--- src/hdl/hpci_pkg.sv ---
package hpci_pkg;

   localparam int CNT_W   = 8;
   localparam int INDEX_W = 22;
   localparam int ADDR_W  = 3;
   localparam int DATA_W  = 32;

   // Inverse of 3 modulo 2**INDEX_W: exact division by 3 of a multiple of 3
   localparam logic [INDEX_W-1:0] INV3 = INDEX_W'(((2 ** (INDEX_W + 1)) + 1) / 3);

   // Register indexes, taken from paddr word bits
   localparam logic REG_SAMPLE_TOTAL = 1'b0;

   // Case codes for the allele relabel, {flip left, flip right}
   localparam logic [1:0] FLIP_NONE  = 2'b00;
   localparam logic [1:0] FLIP_RIGHT = 2'b01;
   localparam logic [1:0] FLIP_LEFT  = 2'b10;
   localparam logic [1:0] FLIP_BOTH  = 2'b11;

   typedef struct packed {
      logic [CNT_W-1:0] count_00;
      logic [CNT_W-1:0] count_10;
      logic [CNT_W-1:0] count_01;
      logic [CNT_W-1:0] count_11;
      logic [CNT_W-1:0] count_0m;
      logic [CNT_W-1:0] count_1m;
      logic [CNT_W-1:0] count_m0;
      logic [CNT_W-1:0] count_m1;
      logic [CNT_W-1:0] count_mm;
   } req_type;

   typedef struct packed {
      logic [CNT_W-1:0]   canon_00;
      logic [CNT_W-1:0]   canon_10;
      logic [CNT_W-1:0]   canon_01;
      logic [CNT_W-1:0]   canon_11;
      logic [CNT_W-1:0]   canon_0m;
      logic [CNT_W-1:0]   canon_1m;
      logic [CNT_W-1:0]   canon_m0;
      logic [CNT_W-1:0]   canon_m1;
      logic [CNT_W-1:0]   canon_mm;
      logic [INDEX_W-1:0] pair_index;
   } rsp_type;

   // One pipeline beat: counts with their valid bit
   typedef struct packed {
      logic    valid;
      req_type counts;
   } beat_type;

endpackage

--- src/hdl/hpci_csr.sv ---
module hpci_csr
   import hpci_pkg::*;
(
   input  logic              clock,
   input  logic              reset,
   input  logic              psel,
   input  logic              penable,
   input  logic              pwrite,
   input  logic [ADDR_W-1:0] paddr,
   input  logic [DATA_W-1:0] pwdata,
   output logic [DATA_W-1:0] prdata,
   output logic              pready,
   output logic [CNT_W-1:0]  sample_total
);

   logic [CNT_W-1:0] sample_total_ff;
   logic [CNT_W-1:0] sample_total_in;
   logic             wr_en;

   assign pready = 1'b1;
   assign wr_en  = psel && penable && pwrite && pready;

   // Write sample_total on an access beat; other registers ignore writes
   always_comb begin
      sample_total_in = sample_total_ff;
      if (wr_en && (paddr[ADDR_W-1] == REG_SAMPLE_TOTAL)) begin
         sample_total_in = pwdata[CNT_W-1:0];
      end
   end

   always_ff @(posedge clock) begin
      if (reset) begin
         sample_total_ff <= '0;
      end else begin
         sample_total_ff <= sample_total_in;
      end
   end

   // Read back
   always_comb begin
      prdata = '0;
      if (paddr[ADDR_W-1] == REG_SAMPLE_TOTAL) begin
         prdata = {{(DATA_W-CNT_W){1'b0}}, sample_total_ff};
      end
   end

   assign sample_total = sample_total_ff;

endmodule

--- src/hdl/hpci_relabel.sv ---
module hpci_relabel
   import hpci_pkg::*;
(
   input  logic             clock,
   input  logic             reset,
   input  logic             in_valid,
   input  req_type          in_counts,
   input  logic [CNT_W-1:0] sample_total,
   output beat_type         out_beat
);

   logic     cap_valid_ff;
   req_type  cap_counts_ff;
   logic     lab_valid_ff;
   req_type  lab_counts_ff;
   req_type  lab_counts_in;
   logic     exc_valid_ff;
   req_type  exc_counts_ff;
   req_type  exc_counts_in;

   logic [CNT_W+1:0] left_sum;
   logic [CNT_W+1:0] right_sum;
   logic [1:0]       flip;
   logic [CNT_W:0]   left_minor;
   logic [CNT_W:0]   right_minor;

   // Stage 1: capture the request beat
   always_ff @(posedge clock) begin
      cap_counts_ff <= in_counts;
      if (reset) begin
         cap_valid_ff <= 1'b0;
      end else begin
         cap_valid_ff <= in_valid;
      end
   end

   // Stage 2: swap allele labels at each site where allele 1 is the majority
   assign left_sum  = {2'b00, cap_counts_ff.count_10} + {2'b00, cap_counts_ff.count_11}
                    + {2'b00, cap_counts_ff.count_1m};
   assign right_sum = {2'b00, cap_counts_ff.count_01} + {2'b00, cap_counts_ff.count_11}
                    + {2'b00, cap_counts_ff.count_m1};
   assign flip[1] = {left_sum, 1'b0} > {3'b000, sample_total};
   assign flip[0] = {right_sum, 1'b0} > {3'b000, sample_total};

   always_comb begin
      lab_counts_in = cap_counts_ff;
      case (flip)
         FLIP_BOTH: begin
            lab_counts_in.count_00 = cap_counts_ff.count_11;
            lab_counts_in.count_11 = cap_counts_ff.count_00;
            lab_counts_in.count_10 = cap_counts_ff.count_01;
            lab_counts_in.count_01 = cap_counts_ff.count_10;
            lab_counts_in.count_0m = cap_counts_ff.count_1m;
            lab_counts_in.count_1m = cap_counts_ff.count_0m;
            lab_counts_in.count_m0 = cap_counts_ff.count_m1;
            lab_counts_in.count_m1 = cap_counts_ff.count_m0;
         end
         FLIP_LEFT: begin
            lab_counts_in.count_00 = cap_counts_ff.count_10;
            lab_counts_in.count_10 = cap_counts_ff.count_00;
            lab_counts_in.count_01 = cap_counts_ff.count_11;
            lab_counts_in.count_11 = cap_counts_ff.count_01;
            lab_counts_in.count_0m = cap_counts_ff.count_1m;
            lab_counts_in.count_1m = cap_counts_ff.count_0m;
         end
         FLIP_RIGHT: begin
            lab_counts_in.count_00 = cap_counts_ff.count_01;
            lab_counts_in.count_01 = cap_counts_ff.count_00;
            lab_counts_in.count_10 = cap_counts_ff.count_11;
            lab_counts_in.count_11 = cap_counts_ff.count_10;
            lab_counts_in.count_m0 = cap_counts_ff.count_m1;
            lab_counts_in.count_m1 = cap_counts_ff.count_m0;
         end
         default: begin
            lab_counts_in = cap_counts_ff;
         end
      endcase
   end

   always_ff @(posedge clock) begin
      lab_counts_ff <= lab_counts_in;
      if (reset) begin
         lab_valid_ff <= 1'b0;
      end else begin
         lab_valid_ff <= cap_valid_ff;
      end
   end

   // Stage 3: exchange the sites when the right minor total is larger
   assign left_minor  = {1'b0, lab_counts_ff.count_10} + {1'b0, lab_counts_ff.count_1m};
   assign right_minor = {1'b0, lab_counts_ff.count_01} + {1'b0, lab_counts_ff.count_m1};

   always_comb begin
      exc_counts_in = lab_counts_ff;
      if (right_minor > left_minor) begin
         exc_counts_in.count_10 = lab_counts_ff.count_01;
         exc_counts_in.count_01 = lab_counts_ff.count_10;
         exc_counts_in.count_1m = lab_counts_ff.count_m1;
         exc_counts_in.count_m1 = lab_counts_ff.count_1m;
         exc_counts_in.count_0m = lab_counts_ff.count_m0;
         exc_counts_in.count_m0 = lab_counts_ff.count_0m;
      end
   end

   always_ff @(posedge clock) begin
      exc_counts_ff <= exc_counts_in;
      if (reset) begin
         exc_valid_ff <= 1'b0;
      end else begin
         exc_valid_ff <= lab_valid_ff;
      end
   end

   assign out_beat.valid  = exc_valid_ff;
   assign out_beat.counts = exc_counts_ff;

endmodule

--- src/hdl/hpci_index.sv ---
module hpci_index
   import hpci_pkg::*;
(
   input  logic     clock,
   input  logic     reset,
   input  beat_type in_beat,
   output logic     out_valid,
   output rsp_type  out_rsp
);

   localparam int P_W   = CNT_W + 1;          // p1, p2
   localparam int TRI_W = 2 * P_W - 1;        // p1(p1-1)/2
   localparam int FAC_W = P_W + 1;            // p1+4
   localparam int SQ_W  = 2 * P_W;            // p2(p2+1)/2

   logic [P_W-1:0]       p1;
   logic [P_W-1:0]       p2;
   logic [2*P_W-1:0]     p1_prod;
   logic [P_W+FAC_W-1:0] p2_prod;

   logic                 s1_valid_ff;
   req_type              s1_counts_ff;
   logic [TRI_W-1:0]     s1_tri_ff;
   logic [FAC_W-1:0]     s1_fac_ff;
   logic [SQ_W-1:0]      s1_sq_ff;

   logic [TRI_W+FAC_W-1:0] cube_prod;
   logic                 s2_valid_ff;
   req_type              s2_counts_ff;
   logic [INDEX_W-1:0]   s2_cube_ff;
   logic [SQ_W-1:0]      s2_sq_ff;

   logic [2*INDEX_W-1:0] third_prod;
   logic                 s3_valid_ff;
   req_type              s3_counts_ff;
   logic [INDEX_W-1:0]   s3_third_ff;
   logic [SQ_W-1:0]      s3_sq_ff;

   logic [INDEX_W-1:0]   index_in;
   logic                 rsp_valid_ff;
   rsp_type              rsp_ff;
   rsp_type              rsp_in;

   // Stage 1: allele totals and the two quadratic terms
   assign p1 = {1'b0, in_beat.counts.count_10} + {1'b0, in_beat.counts.count_11};
   assign p2 = {1'b0, in_beat.counts.count_01} + {1'b0, in_beat.counts.count_11};
   assign p1_prod = p1 * (p1 - P_W'(1));
   assign p2_prod = p2 * ({1'b0, p2} + FAC_W'(1));

   always_ff @(posedge clock) begin
      s1_counts_ff <= in_beat.counts;
      s1_tri_ff    <= p1_prod[2*P_W-1:1];
      s1_fac_ff    <= {1'b0, p1} + FAC_W'(4);
      s1_sq_ff     <= p2_prod[SQ_W:1];
      if (reset) begin
         s1_valid_ff <= 1'b0;
      end else begin
         s1_valid_ff <= in_beat.valid;
      end
   end

   // Stage 2: cubic numerator, kept modulo the index width
   assign cube_prod = s1_tri_ff * s1_fac_ff;

   always_ff @(posedge clock) begin
      s2_counts_ff <= s1_counts_ff;
      s2_cube_ff   <= cube_prod[INDEX_W-1:0];
      s2_sq_ff     <= s1_sq_ff;
      if (reset) begin
         s2_valid_ff <= 1'b0;
      end else begin
         s2_valid_ff <= s1_valid_ff;
      end
   end

   // Stage 3: divide the exact multiple of 3 by multiplying it with the modular inverse of 3
   assign third_prod = s2_cube_ff * INV3;

   always_ff @(posedge clock) begin
      s3_counts_ff <= s2_counts_ff;
      s3_third_ff  <= third_prod[INDEX_W-1:0];
      s3_sq_ff     <= s2_sq_ff;
      if (reset) begin
         s3_valid_ff <= 1'b0;
      end else begin
         s3_valid_ff <= s2_valid_ff;
      end
   end

   // Stage 4: sum the terms and form the result beat
   assign index_in = s3_third_ff + INDEX_W'(s3_sq_ff)
                   + {{(INDEX_W-CNT_W){1'b0}}, s3_counts_ff.count_01};

   always_comb begin
      rsp_in.canon_00   = s3_counts_ff.count_00;
      rsp_in.canon_10   = s3_counts_ff.count_10;
      rsp_in.canon_01   = s3_counts_ff.count_01;
      rsp_in.canon_11   = s3_counts_ff.count_11;
      rsp_in.canon_0m   = s3_counts_ff.count_0m;
      rsp_in.canon_1m   = s3_counts_ff.count_1m;
      rsp_in.canon_m0   = s3_counts_ff.count_m0;
      rsp_in.canon_m1   = s3_counts_ff.count_m1;
      rsp_in.canon_mm   = s3_counts_ff.count_mm;
      rsp_in.pair_index = index_in;
   end

   always_ff @(posedge clock) begin
      rsp_ff <= rsp_in;
      if (reset) begin
         rsp_valid_ff <= 1'b0;
      end else begin
         rsp_valid_ff <= s3_valid_ff;
      end
   end

   assign out_valid = rsp_valid_ff;
   assign out_rsp   = rsp_ff;

endmodule

--- src/hdl/haplotype_pair_canonicalize_index.sv ---
// Canonical form and table index of a two-site haplotype pair type. Pulse start
// with the nine counts on req_data; busy stays low, so a new beat is taken every
// cycle. Each beat comes out on rsp_data, marked by a one-cycle rsp_strobe, in order,
// after the three relabel stages and the four index stages; the receiver must take it
// then. The cubic term takes two chained multiplies. sample_total (byte address 0 of
// the APB port) sets the majority threshold and is to be written only while no beat
// is in flight.
module haplotype_pair_canonicalize_index
   import hpci_pkg::*;
(
   input  logic              clock,
   input  logic              reset,
   input  logic              start,
   output logic              busy,
   input  req_type           req_data,
   output logic              rsp_strobe,
   output rsp_type           rsp_data,
   input  logic              psel,
   input  logic              penable,
   input  logic              pwrite,
   input  logic [ADDR_W-1:0] paddr,
   input  logic [DATA_W-1:0] pwdata,
   output logic [DATA_W-1:0] prdata,
   output logic              pready
);

   logic [CNT_W-1:0] sample_total;
   beat_type         canon_beat;
   logic             accept;

   // Every cycle is open for a new beat
   assign busy   = 1'b0;
   assign accept = start && !busy;

   hpci_csr u_csr (
      .clock        (clock),
      .reset        (reset),
      .psel         (psel),
      .penable      (penable),
      .pwrite       (pwrite),
      .paddr        (paddr),
      .pwdata       (pwdata),
      .prdata       (prdata),
      .pready       (pready),
      .sample_total (sample_total)
   );

   hpci_relabel u_relabel (
      .clock        (clock),
      .reset        (reset),
      .in_valid     (accept),
      .in_counts    (req_data),
      .sample_total (sample_total),
      .out_beat     (canon_beat)
   );

   hpci_index u_index (
      .clock     (clock),
      .reset     (reset),
      .in_beat   (canon_beat),
      .out_valid (rsp_strobe),
      .out_rsp   (rsp_data)
   );

   // Every accepted beat leaves the pipeline as a result beat
   a_latency_fwd : assert property (@(posedge clock) disable iff (reset)
      accept |-> ##7 rsp_strobe)
      else $error("accepted beat did not leave after seven cycles");

   // No result beat without a matching accepted beat
   a_latency_back : assert property (@(posedge clock) disable iff (reset)
      rsp_strobe |-> $past(accept, 7))
      else $error("result beat without a matching request");

   // Left site carries the larger or equal minor total after the exchange
   a_site_order : assert property (@(posedge clock) disable iff (reset)
      rsp_strobe |-> ({1'b0, rsp_data.canon_10} + {1'b0, rsp_data.canon_1m}
                      >= {1'b0, rsp_data.canon_01} + {1'b0, rsp_data.canon_m1}))
      else $error("sites not in canonical order");

   // Monomorphic pairs map to index zero
   a_mono_index : assert property (@(posedge clock) disable iff (reset)
      (rsp_strobe && rsp_data.canon_10 == '0 && rsp_data.canon_01 == '0
       && rsp_data.canon_11 == '0) |-> (rsp_data.pair_index == '0))
      else $error("monomorphic pair with nonzero index");

endmodule
--- config.mk ---
export PLATFORM = sky130hd
export DESIGN_NAME = haplotype_pair_canonicalize_index
export DESIGN_NICKNAME = d
export VERILOG_FILES = /design/src/hdl/hpci_pkg.sv /design/src/hdl/hpci_csr.sv /design/src/hdl/hpci_relabel.sv /design/src/hdl/hpci_index.sv /design/src/hdl/haplotype_pair_canonicalize_index.sv
export SDC_FILE = /design/constraint.sdc
export NUM_CORES = 2
export LEC_CHECK = 0
export BUFFER_PORTS_ARGS = -buffer_cell sky130_fd_sc_hd__buf_4
export CORE_MARGIN = 10
export CORE_UTILIZATION = 66
export CTS_CLUSTER_DIAMETER = 150
export CTS_CLUSTER_SIZE = 24
export DETAILED_ROUTE_END_ITERATION = 10
export PLACE_DENSITY = 0.92
export SETUP_SLACK_MARGIN = 0.02
export SLEW_MARGIN = 20
export SYNTH_ARGS = -nofsm -noshare
export SYNTH_HDL_FRONTEND = slang
export SYNTH_SLANG_ARGS = --single-unit
--- constraint.sdc ---
create_clock -name clock -period 17.03 [get_ports clock]
set_input_delay 2.5545 -clock clock [delete_from_list [all_inputs] [get_ports clock]]
set_output_delay 2.5545 -clock clock [all_outputs]
set_load 0.05 [all_outputs]
==> impl_metrics.py <==
metrics = {
    "run_status": {
        "outcome": "finished, final reports clean",
    },
    "floorplanning": {
        "die_h_um": 249,
        "num_rows": 83,
        "dieWidth_um": 249,
        "coreArea_um2": 51500,
        "io_pins": 242,
        "die_area_um2": 61800,
        "start_util_pct": 66.9,
    },
    "cts": {
        "path_clk_slew_ps": 100,
        "postCtsSetupBuffers": 0,
        "cts_resized": 0,
        "cts_max_path_buffers": 3,
        "holdBufCountCts": 0,
        "numClockSinks": 665,
        "cts_buffers": 31,
        "htree_levels": 1,
        "cts_root_buffer": "clkbuf_16",
        "insertion_delay_ps": 630,
        "cts_tree": "built",
    },
    "place": {
        "portBuffers": 189,
        "dp_hpwl_um": 56800,
        "dpl-instance-area_um2": 36500,
        "gp_congestion": 0.914,
    },
    "layout": {
        "finalNetCount": 4096,
        "drive_gt1_share_pct": 9.48,
        "layout_common_cells": "dfxtp_1, inv_1, ha_1",
        "final_common_cell": "dfxtp_1",
        "fin_area_um2": 37300,
        "syn_to_final_growth_pct": 8.32,
        "postLayoutCoreUtil_pct": 72.5,
    },
    "sta": {
        "hold_violations": 0,
        "rsz0062_at_grt": "false",
        "fin_crit_ps": 7420,
        "fin_crit_sh_pct": 43.6,
        "relSlewSlack_pct": 33.8,
        "hold_ws_ps": 324,
        "tightest_slew_ps": 993,
        "slew_viol_final": 0,
        "max_clock_freq_mhz": 135,
        "final.setup_skew_ps": 16.7,
        "setup_tns_ps": 0,
        "setup_violations": 0,
    },
    "logic_synthesis": {
        "async_reset_ff_share_pct": 0,
        "syn_area_per_cell_um2": 11.1,
        "synth_edf_count": 0,
        "synth_cell_types": 76,
        "synth_cells": 3116,
        "yosysSeqAreaShare_pct": 38.6,
        "synth_flop_cell": "dfxtp_1",
        "synth_area_um2": 34500,
        "yosysWarnings": 0,
        "synth-seq-cells": 665,
    },
    "detailed_routing": {
        "wl_met3_um": 4830,
        "vias": 21600,
        "route.met2.wl_um": 36200,
        "drc": 0,
        "wire_per_inst_um": 18.0,
        "vias_per_cell": 5.42,
        "drt_iter0_drc": 1364,
        "first_pass_iters": 5,
        "routed_wl_um": 71800,
        "top_layer": "met4",
        "antenna_left": 0,
        "wl_met1_um": 27700,
    },
    "critical_path": {
        "worst-path-stages": 25,
        "cp.arrival_ps": 7970,
        "timing.reg2reg.setup_slack_ps": 9610,
        "slowest_delay_ps": 690,
        "crit_start": "u_relabel.out_beat[41]",
        "worstReg2RegStart": "u_relabel.out_beat[41]",
        "crit_fanout": 10,
        "crit_required_ps": 17580,
        "worstSetupPathType": "register to register",
        "cp-end-kind": "register",
        "rr_worst_depth": 25,
        "r2r-end": "u_index.s1_tri_ff[16]",
        "cp-start-kind": "register",
        "cp_top_family": "adder cells",
        "endpoint": "u_index.s1_tri_ff[16]",
        "worst-path-buf-inv": 4,
        "slowest_stage": "xor2_1",
    },
    "global_routing": {
        "grt_first_pass_wirelength_um": 118000,
        "grt_remaining_overflow": 0,
        "grt_pass1_vias": 23400,
        "grt_usage_pct": 23.2,
        "grt_max_degree": 39,
        "antenna_found_initial": 0,
    },
    "hold_path": {
        "hold_path.class": "register to register",
    },
    "flow_run": {
        "max_cap_viol_count": 0,
    },
}
==> cell type report <==
type | count | area [µm²]
multi-input cells | 1892 | 19000
repair buffers | 195 | 1460
inverters | 516 | 1940
clock inverters | 2 | 28.8
well taps | 680 | 851
clock buffers | 31 | 776
diodes | 1 | 2.50
fillers | 3284 | 14200
flip-flops and latches | 665 | 13300
==> Yosys cell counts (all sizes together) (23+ instances only) <==
| cell type | count | area (µm²) |
|---|---|---|
| and2 | 89 | 557 |
| o21ai | 56 | 280 |
| ha | 350 | 4380 |
| mux2i | 65 | 651 |
| a21oi | 96 | 499 |
| inv | 515 | 1930 |
| nand2b | 59 | 369 |
| fa | 332 | 6650 |
| mux2 | 79 | 890 |
| clkbuf | 41 | 154 |
| o21a | 24 | 180 |
| nand2 | 147 | 552 |
| nor3 | 23 | 120 |
| nor2 | 138 | 518 |
| xnor2 | 113 | 1000 |
| dfxtp | 665 | 13300 |
| a21o | 41 | 308 |
| xor2 | 38 | 340 |
| nor2b | 27 | 169 |
| buf | 41 | 293 |
==> state kept, by name (all words and copies together), names as in the netlist, 22 cells and up <==
signal	count
u_index.out_rsp	94
u_index.rsp_in	72
u_index.s1_counts_ff	72
u_index.s2_counts_ff	72
u_index.s2_cube_ff	22
u_index.s3_third_ff	22
u_relabel.cap_counts_ff	72
u_relabel.exc_counts_in	24
u_relabel.lab_counts_ff	48
u_relabel.out_beat	72
==> layer usage <==
| layer | up-vias | global-route usage, % |
|---|---|---|
| li1 | 10200 | - |
| met1 | 10500 | 26.8 |
| met2 | 714 | 41.4 |
| met3 | 190 | 4.59 |
| met4 | 0 | 9.20 |
| met5 | - | 0 |
==> worst min path at each step <==
stage,start,end,slack (ps),cells past startpoint
after global routing,u_index.rsp_in[22],u_index.out_rsp[22],320,0
after global placement,u_index.s2_counts_ff[27],u_index.rsp_in[49],310,0
after detailed placement,u_index.s2_counts_ff[52],u_index.rsp_in[74],310,0
after floorplan,u_index.rsp_in[22],u_index.out_rsp[22],310,0
final,u_index.rsp_in[22],u_index.out_rsp[22],320,0
after CTS,u_index.s1_counts_ff[7],u_index.s2_counts_ff[7],310,0
==> metrics by stage <==
stage	setup slack (ps)	cells
2_1_floorplan	10450	3155
6_report	9610	3982
3_3_place_gp	9850	3948
5_1_grt	9180	3981
3_5_place_dp	9760	3948
4_1_cts	9660	3981
==> kinds of logic (layout without fill, tap and decap cells) <==
kind of cell / count (synthesis) / count (layout) / share of synthesized area, %
adders and majority gates: 682 / 682 / 32.0
DFF: 665 / 665 / 38.6
buffers and inverters: 598 / 744 / 6.92
and+or+nand+nor: 562 / 562 / 8.15
AOI/OAI and AO/OA: 312 / 312 / 5.91
xor gates and xnor gates: 151 / 151 / 3.90
muxes: 144 / 144 / 4.47
other: 2 / 42 / 0.0218
Power is not shown: default switching activity piles up to over one toggle a cycle in this logic, so the estimate is an artifact.
